[src/hdl/scfe_pkg.sv]
// ----------------------------------------------------------------------------
// scfe_pkg
// Shared types and codes of the serial command frame exchange block.
// ----------------------------------------------------------------------------
package scfe_pkg;

	localparam logic [1:0] ACT_HOST     = 2'd0;
	localparam logic [1:0] ACT_LINE     = 2'd1;
	localparam logic [1:0] ACT_TICK     = 2'd2;
	localparam logic [1:0] ACT_RESERVED = 2'd3;

	localparam logic [1:0] KIND_TX     = 2'd0;
	localparam logic [1:0] KIND_REPLY  = 2'd1;
	localparam logic [1:0] KIND_STATUS = 2'd2;

	localparam logic [3:0] ST_OK           = 4'd0;
	localparam logic [3:0] ST_TOO_SHORT    = 4'd1;
	localparam logic [3:0] ST_ACK_TIMEOUT  = 4'd2;
	localparam logic [3:0] ST_NAK          = 4'd3;
	localparam logic [3:0] ST_BAD_ACK      = 4'd4;
	localparam logic [3:0] ST_HDR_TIMEOUT  = 4'd5;
	localparam logic [3:0] ST_BAD_HDR      = 4'd6;
	localparam logic [3:0] ST_BODY_TIMEOUT = 4'd7;
	localparam logic [3:0] ST_TOO_LONG     = 4'd8;

	localparam logic [7:0] FRAME_START = 8'hF2;
	localparam logic [7:0] FRAME_END   = 8'h03;
	localparam logic [7:0] BYTE_ACK    = 8'h06;
	localparam logic [7:0] BYTE_NAK    = 8'h15;

	localparam logic [0:0] REG_ADDR    = 1'd0;
	localparam logic [0:0] REG_TIMEOUT = 1'd1;

	typedef struct packed {
		logic [1:0] action;
		logic [7:0] data_byte;
		logic       last_payload;
	} in_item_t;

	typedef struct packed {
		logic [1:0] kind;
		logic [7:0] out_byte;
		logic [3:0] status;
		logic       last;
	} out_item_t;

endpackage

[src/hdl/scfe_if.sv]
// ----------------------------------------------------------------------------
// scfe_in_if / scfe_out_if
// Valid/ready channels for input items and result items.
// ----------------------------------------------------------------------------
interface scfe_in_if;
	logic                 valid;
	logic                 ready;
	scfe_pkg::in_item_t   data;
	modport source (output valid, output data, input ready);
	modport sink   (input valid, input data, output ready);
endinterface


[src/hdl/scfe_front.sv]
// ----------------------------------------------------------------------------
// scfe_front
// Accepts input items, drops those with no effect, queues the rest.
// ----------------------------------------------------------------------------
module scfe_front (
	input  logic               clk,
	input  logic               arst_n,
	scfe_in_if.sink            in_ch,
	output logic               q_valid,
	output scfe_pkg::in_item_t q_item,
	input  logic               q_ready
);

	logic               full_q;
	scfe_pkg::in_item_t item_q;
	logic               keep;

	assign keep = (in_ch.data.action == scfe_pkg::ACT_HOST) ||
		(in_ch.data.action == scfe_pkg::ACT_LINE) ||
		(in_ch.data.action == scfe_pkg::ACT_TICK);
	assign in_ch.ready = !full_q || q_ready;
	assign q_valid = full_q;
	assign q_item = item_q;

	always_ff @(posedge clk or negedge arst_n) begin
		if (!arst_n) begin
			full_q <= 1'b0;
		end else if (in_ch.ready) begin
			full_q <= in_ch.valid && keep;
		end
	end

	always_ff @(posedge clk) begin
		if (in_ch.ready && in_ch.valid) begin
			item_q <= in_ch.data;
		end
	end

endmodule

[src/flat_wrapper.sv]
// flat-port wrapper written by rule: the top's interface ports become plain ports
module scfe_front_flat 
  (clk, arst_n, q_valid, q_item, q_ready, in_ch_valid, in_ch_data, in_ch_ready);
  scfe_in_if in_ch_i ();
  input  logic clk;
  input  logic arst_n;
  output logic q_valid;
  output scfe_pkg::in_item_t q_item;
  input  logic q_ready;
  input wire logic [$bits(in_ch_i.valid)-1:0] in_ch_valid;
  input wire logic [$bits(in_ch_i.data)-1:0] in_ch_data;
  output wire logic [$bits(in_ch_i.ready)-1:0] in_ch_ready;
  assign in_ch_i.valid = in_ch_valid;
  assign in_ch_i.data = in_ch_data;
  assign in_ch_ready = in_ch_i.ready;
  scfe_front u_core (.clk(clk), .arst_n(arst_n), .in_ch(in_ch_i), .q_valid(q_valid), .q_item(q_item), .q_ready(q_ready));
endmodule
[config.mk]
export PLATFORM = sky130hd
export DESIGN_NAME = scfe_front_flat
export DESIGN_NICKNAME = d
export VERILOG_FILES = /design/src/hdl/scfe_pkg.sv /design/src/hdl/scfe_if.sv /design/src/hdl/scfe_front.sv /design/src/flat_wrapper.sv
export SDC_FILE = /design/constraint.sdc
export NUM_CORES = 1
export LEC_CHECK = 0
export BUFFER_PORTS_ARGS = -buffer_cell sky130_fd_sc_hd__buf_2
export CORE_AREA = 2 2 39 41
export DETAILED_ROUTE_END_ITERATION = 16
export DIE_AREA = 0 0 41 43
export PLACE_DENSITY = 0.66
export SKIP_LAST_GASP = 1
export SYNTH_ARGS = -nofsm -noshare
export SYNTH_HDL_FRONTEND = slang
export SYNTH_SLANG_ARGS = --single-unit
[constraint.sdc]
create_clock -name clk -period 1.7 [get_ports clk]
set_input_delay 0.34 -clock clk [delete_from_list [all_inputs] [get_ports clk]]
set_output_delay 0.34 -clock clk [all_outputs]
set_load 0.02 [all_outputs]
-- After elaboration in Yosys (flattened, before gate mapping)
Index checks and enable logic that the tools add are counted.
- bits in registers: 12
- word-level logic and storage cells: 13
- eq/ne operators: 2
- reduce and logical (&&, ||, !) cells: 7
- operator list (operator ; number):
    1-bit logical OR ; 3
    2-bit by 1-bit equality test with 1-bit output (second input constant) ; 1
    2-bit equality test (second input constant) ; 1
    1-bit logical AND ; 2
    2-bit zero test ; 1
    1-bit zero test ; 1

-- Longest topological paths before layout
Gate-level depths: netlist (run 1).
- word-level depth: 4
- mapped depth: 2
- mapped depth without buffers: 2

-- Least setup slack after synthesis (run 1)
Ideal clock, no wire load.
- path type: reg2reg
- start point: register u_core.full_q, in the netlist u_core.q_valid
- end point: register u_core.item_q (netlist bit u_core.q_item[0]), enable pin
- setup time: 0.304 ns
- data arrival time: 0.816 ns
- data required time: 1.396 ns
- path slack: 0.579 ns
- stages on the path, launching flop included: 3
- clock period less this slack: 1.121 ns
- cells stage by stage: dfrtp_1 > nand2b_4 > and2_4
- word-level cells in the longest chain between the ends: 3
- ends and longest elaborated chain (what ; line ; RTL):
    start, declared ; scfe_front.sv:14 ; logic full_q;
    start signal, assigned ; scfe_front.sv:29 ; full_q <= in_ch.valid && keep;
    1-bit zero test ; scfe_front.sv:21 ; assign in_ch.ready = !full_q || q_ready;
    1-bit logical OR ; scfe_front.sv:21 ;
    net in_ch_ready ; flat_wrapper.sv:12 ; output wire logic [$bits(in_ch_i.ready)-1:0] in_ch_ready;
    1-bit logical AND ; scfe_front.sv:34 ; if (in_ch.ready && in_ch.valid) begin
    end signal, assigned ; scfe_front.sv:35 ; item_q <= in_ch.data;
    end, declared ; scfe_front.sv:15 ; scfe_pkg::in_item_t item_q;
The timed path passes the listed nets, and every way through them passes these cells.
A chain may end at the register's enable or synchronous reset.

-- Final worst setup path (run 1)
- start point: register u_core.full_q, in the netlist u_core.q_valid
- end point: output in_ch_ready
- word-level cells in the longest chain between the ends: 2
- ends and longest elaborated chain (what ; line):
    1-bit zero test ; scfe_front.sv:21
    1-bit logical OR ; scfe_front.sv:21
    end, declared ; flat_wrapper.sv:12
No other way between the ends.

==> results of run 1 <==
per-stage QoR:
step	instance area, um^2	std cells
global placement	547	59
finish	583	64
global route	583	64
floorplan	392	16
detailed placement	547	59
CTS	583	64
registers in the layout (all words and copies together), names as in the netlist:
signal and cells:
u_core.q_valid 1, u_core.q_item 11
placed cells by master, fill, tap and decap left out, drive strengths merged:
cell,synthesis,routed
a21bo,1,1
nand2,1,1
edfxtp,11,11
buf,0,27
dlygate4sd3,0,1
nand2b,1,1
dfrtp,1,1
and2,1,1
clkbuf,0,4
cell type report:
| class | instances | area, um^2 |
|---|---|---|
| timing repair buffer | 28 | 145 |
| multi-input combinational | 4 | 36.3 |
| fill | 132 | 801 |
| sequential | 12 | 355 |
| clock buffer | 4 | 26.3 |
| tap | 16 | 20.0 |
metal layers:
metal  share of wire, %  track usage [%]  up-vias
met5                  0                0        -
met4                  0             6.00        0
met3                 18             3.14        0
met2                 42             12.8       25
met1                 40             8.33      105
li1                   -                -      125
cell families (layout without fill, tap and decap cells):
logic type             count (synthesis)  in the layout
DFF                                   12             12
and+or+nand+nor                        3              3
buffers and inverters                  0             32
AOI/OAI and AO/OA                      1              1
power by group:
group | internal [uW] | total [uW] | leakage [uW] | switching [uW]
clock network | 90.5 | 170 | 0.0000150 | 79.3
logic | 31.5 | 76.3 | 0.000133 | 44.8
registers | 344 | 349 | 0.000117 | 5.22
worst paths after layout:
kind	start	end	slack [ns]	depth (start not counted)
setup / recovery	u_core.q_valid	in_ch_ready	0.47	2
hold / removal	in_ch_data[3]	u_core.q_item[3]	0.25	1
setup reg to reg	u_core.q_valid	u_core.q_item[7]	0.70	2
hold reg to reg	u_core.q_valid	u_core.q_valid	0.53	2
max in group asynchronous	arst_n	u_core.q_valid	1.24	2
min in group asynchronous	arst_n	u_core.q_valid	0.38	2
worst max-delay path, delay by kind of cell (launching register included):
family,cells,cell delay (ns)
buffers and inverters,1,0.16
flip-flops,1,0.40
AND/OR/NAND/NOR,1,0.08
==> results.tsv, run 1 <==
stage	metric	value	unit
run_status	status	completed	
power	p_per_area	1020	nW/um^2
detailed_routing	firstDrtPassIters	2	
yosys	synth-simple-area-share	6.71	%
clock_tree	post_cts_resized	0	
floorplan	rows	14	
yosys	synth_top_area_cell	edfxtp_1	
setup_path	path_cells	nand2b_4 > buf_2	
yosys	yosys_warnings	0	
setup_path	cp-end-kind	primary output	
sta	fin_skew	0.00351	ns
detailed_routing	avgRoutedWirePerCell	10.5	um
sta	tightestPinTransition	0.144	ns
final_layout	nets	64	
placement	gp_congestion	0.629	
clock_tree	clock_path_buffers	2	
setup_path	arrival	0.89	ns
sta	relSlewSlack	90.4	%
final_layout	final_core_util	42.1	%
global_routing	grtUsageTotal	8.22	%
detailed_routing	vias	255	
final_layout	area_growth	48.9	%
clock_tree	clk_pin_slew_worst_paths	0.07	ns
sta	worst_slack	0.466	ns
yosys	synth_nets	31	
setup_path	crit_fanout	3	
detailed_routing	viasPerCell	3.98	
global_routing	grt_pass1_wl	972	um
detailed_routing	wirelength	672	um
setup_path	path_class	reg -> out	
setup_path	critPathRequiredTime	1.36	ns
yosys	avgSynthCellArea	24.5	um^2
global_routing	antenna_found_initial	0	
floorplan	die_area	1760	um^2
power	ir_drop	0.000469	V
detailed_routing	route.antenna.remaining_nets	0	
floorplan	core-area	1380	um^2
detailed_routing	drc	0	
sta	tns	0	ns
power	p_leak	0.000265	uW
sta	grt_setup_unrepaired	no	
placement	place_ws	0.630	ns
yosys	netlist_instances	16	
sta	finalSetupViolCount	0	
yosys	yosys.area_share.adder	0	%
yosys	yosysMostFrequentCell	edfxtp_1	
floorplan	die_w	41	um
clock_tree	post-cts-setup-buffers	0	
yosys	synth_top_flop_cell	edfxtp_1	
floorplan	io_pins	28	
yosys	synth_top_area_share	84.3	%
detailed_routing	drtIter0Drc	1	
sta	post-route-min-period	1.23	ns
yosys	synth_mux_area_share	0	%
sta	hold_violations	0	
power	power	595	uW
clock_tree	clock_latency	0.26	ns
sta	hold_ws	0.251	ns
setup_path	max_stage_delay	0.40	ns
yosys	synth_top_family_by_area	simple AND/OR/NAND/NOR gates	
yosys	synth_xor_area_share	0	%
yosys	synth-seq-cells	12	
global_routing	globalRouteOverflowTotal	0	
setup_path	slowest_stage	dfrtp_1	
yosys	async_reset_ff_share	8.33	%
clock_tree	cts_buffers	3	
global_routing	grt_pass1_vias	267	
final_layout	n_antenna_cell	0	
yosys	ys_seq_area_share	90.7	%
clock_tree	cts_root_buf	clkbuf_4	
sta	period_share	72.6	%
floorplan	die-height	43	um
yosys	synth_compound_area_share	2.56	%
clock_tree	htreeDepth	1	
sta	final_max_slew_viol_count	0	
floorplan	initial_core_util	28.3	%
setup_path	start_kind	flip-flop	
yosys	synth.distinct_cells	6	
yosys	synth_edf_count	11	
clock_tree	cts_hold_buf	1	
sta	max_freq	810	MHz
final_layout	drive_gt1_share	66.7	%
clock_tree	cts_tree	done	
clock_tree	clock_sink_count	12	
global_routing	grt_max_degree	12	
yosys	ys_top_cells_by_area	edfxtp_1, dfrtp_1, nand2b_4	
min_path	min_path_type	in -> reg	
yosys	syn_area	392	um^2
placement	io_buffers	27	
flow_run	maxCapViolations	0	
No activity file was read; power rests on OpenSTA's default activity.
==> inputs of run 2 (changes only) <==
PLACE_DENSITY = 0.68   (was 0.66)
clock period = 1 ns   (was 1.7 ns; I/O delays follow)
==> run 2 against run 1 <==
The run now ends with negative setup slack left. Wire length up 14%. Critical path depth is the same. Combinational power grew 110%. Sequential share of layout area is 5.3 points lower. Via count is 3.9% higher. Critical endpoint unchanged. Largest cell class unchanged. Largest power group unchanged.
==> results.tsv, run 2 (synthesized netlist as in run 1, its figures left out) <==
stage	metric	value	unit	change
clock_tree	cts_tree	done		unchanged
detailed_routing	wirelength	768	um	was 672 um
detailed_routing	firstDrtPassIters	1		was 2
sta	grt_setup_unrepaired	yes		was no
detailed_routing	avgRoutedWirePerCell	12.0	um	was 10.5 um
sta	fin_skew	0.00443	ns	was 0.00351 ns
power	p_per_area	1630	nW/um^2	was 1020 nW/um^2
sta	final_max_slew_viol_count	0		unchanged
clock_tree	htreeDepth	1		unchanged
clock_tree	clock_latency	0.26	ns	about the same
global_routing	grt_max_degree	12		unchanged
sta	max_freq	939	MHz	
placement	io_buffers	27		unchanged
power	power.switching	227	uW	was 129 uW
sta	period_share	107	%	
global_routing	grt_pass1_wl	1.01	mm	was 972 um
setup_path	path_cells	nand2b_4 > buf_6		was nand2b_4 > buf_2
power	power	1050	uW	was 595 uW
floorplan	io_pins	28		unchanged
power	switching_share	21.8	%	was 21.7%
detailed_routing	drtIter0Drc	0		was 1
final_layout	fillers	127		was 132
power	pwr-share-seq	57.3	%	was 58.6%
clock_tree	clock_sink_count	12		unchanged
setup_path	critPathRequiredTime	0.80	ns	was 1.36 ns
floorplan	die_w	41	um	unchanged
clock_tree	clk_pin_slew_worst_paths	0.07	ns	about the same
final_layout	nets	64		unchanged
setup_path	max_stage_delay	0.42	ns	was 0.40 ns
power	comb_power_share	15.1	%	was 12.8%
setup_path	start_kind	flip-flop		unchanged
floorplan	die-height	43	um	unchanged
clock_tree	clock_path_buffers	2		unchanged
global_routing	grtUsageTotal	8.92	%	was 8.22%
placement	gp_congestion	0.570		was 0.629
setup_path	cp_top_family	flip-flops		unchanged
setup_path	arrival	0.87	ns	was 0.89 ns
run_status	status	finished with violations		was completed
final_layout	mostFrequentLayoutCell	buf_2		unchanged
sta	relSlewSlack	89.8	%	was 90.4%
global_routing	globalRouteOverflowTotal	0		unchanged
final_layout	largest_register_ff_count	11		unchanged
final_layout	final_cell_mix	buf_2, edfxtp_1, buf_6		was buf_2, edfxtp_1, clkbuf_4
clock_tree	post-cts-setup-buffers	0		unchanged
detailed_routing	vias	265		was 255
sta	post-route-min-period	1.07	ns	
sta	finalSetupViolCount	13		was 0
final_layout	area_growth	63.6	%	was 48.9%
floorplan	initial_core_util	28.3	%	unchanged
clock_tree	cts_buffers	3		unchanged
power	clkPwrFrac	27.6	%	was 28.5%
final_layout	drive_gt1_share	68.8	%	was 66.7%
setup_path	worst-path-buf-inv	1		unchanged
clock_tree	cts_root_buf	clkbuf_4		unchanged
power	p_int	818	uW	was 466 uW
detailed_routing	viasPerCell	4.14		was 3.98
sta	hold_ws	0.118	ns	was 0.251 ns
detailed_routing	route.antenna.remaining_nets	0		unchanged
power	p_leak	0.000284	uW	was 0.000265 uW
floorplan	core-area	1380	um^2	unchanged
sta	hold_violations	0		unchanged
floorplan	die_area	1760	um^2	unchanged
floorplan	rows	14		unchanged
run_status	violations	negative setup slack		
min_path	min_path_type	in -> reg		unchanged
detailed_routing	drc	0		unchanged
setup_path	crit_fanout	3		unchanged
global_routing	grt_pass1_vias	269		was 267
final_layout	final_core_util	46.3	%	was 42.1%
setup_path	cp-end-kind	primary output		unchanged
sta	worst_slack	-0.0652	ns	was 0.466 ns
sta	tightestPinTransition	0.153	ns	was 0.144 ns
flow_run	maxCapViolations	0		unchanged
setup_path	path_class	reg -> out		unchanged
setup_path	slowest_stage	dfrtp_2		was dfrtp_1
final_layout	n_antenna_cell	0		unchanged
power	ir_drop	0.000639	V	was 0.000469 V
global_routing	antenna_found_initial	0		unchanged
## run 2: cell counts in the layout (fill, tap and decap cells not counted)
Identical to the previous run, type by type.
## run 2: power by group through the flow
stage	clock network, uW	registers [uW]	logic, uW
final	289	599	158
after global routing	330	601	168
after CTS	310	596	144
after detailed placement	0	606	131
after global placement	0	605	129
after floorplan	0	646	26.8
## run 2: routing by layer
metal | up-vias | global-route usage, % | wire length [um]
met2 | 28 | 13.4 | 325
met1 | 112 | 10.0 | 315
met5 | - | 0 | 0
li1 | 125 | - | -
met3 | 0 | 3.14 | 126
met4 | 0 | 6.00 | 0
## run 2: worst paths after layout
path                           startpoint               end  slack [ns]  cells after the start
setup / recovery           u_core.q_valid       in_ch_ready       -0.07                      2
hold / removal              in_ch_data[1]  u_core.q_item[1]        0.12                      1
setup reg to reg           u_core.q_valid  u_core.q_item[2]       -0.02                      2
hold reg to reg            u_core.q_valid    u_core.q_valid        0.52                      2
max in group asynchronous          arst_n    u_core.q_valid        0.66                      2
min in group asynchronous          arst_n    u_core.q_valid        0.25                      2
## run 2: worst reg2reg max path: cells and delay by family (launching register included)
kind	cells	cell delay [ns]
flops	1	0.42
simple gates	2	0.31
## run 2: what timing repair did
item	CTS	global route
endpoints found under the hold margin	1	0
resized for setup	6	12
cloned	0	0
setup endpoints to repair	17	23
hold buffers	1	0
## run 2: final cells by class
cell class | count | area (um^2) | share of cell area, %
Multi-Input combinational cell | 4 | 36.3 | 5.66
Tap cell | 16 | 20.0 | 3.13
Sequential cell | 12 | 357 | 55.7
Clock buffer | 4 | 26.3 | 4.10
Timing Repair Buffer | 28 | 201 | 31.4
## run 2: metrics by stage
stage,TNS (ns),std cells,worst slack [ns],cell area (um^2)
floorplan,-0.944,16,-0.0858,393
global placement,0,59,0.0111,548
detailed placement,-0.161,59,-0.0149,548
CTS,-0.486,64,-0.0854,603
global route,-0.854,64,-0.0980,641
finish,-0.304,64,-0.0652,641
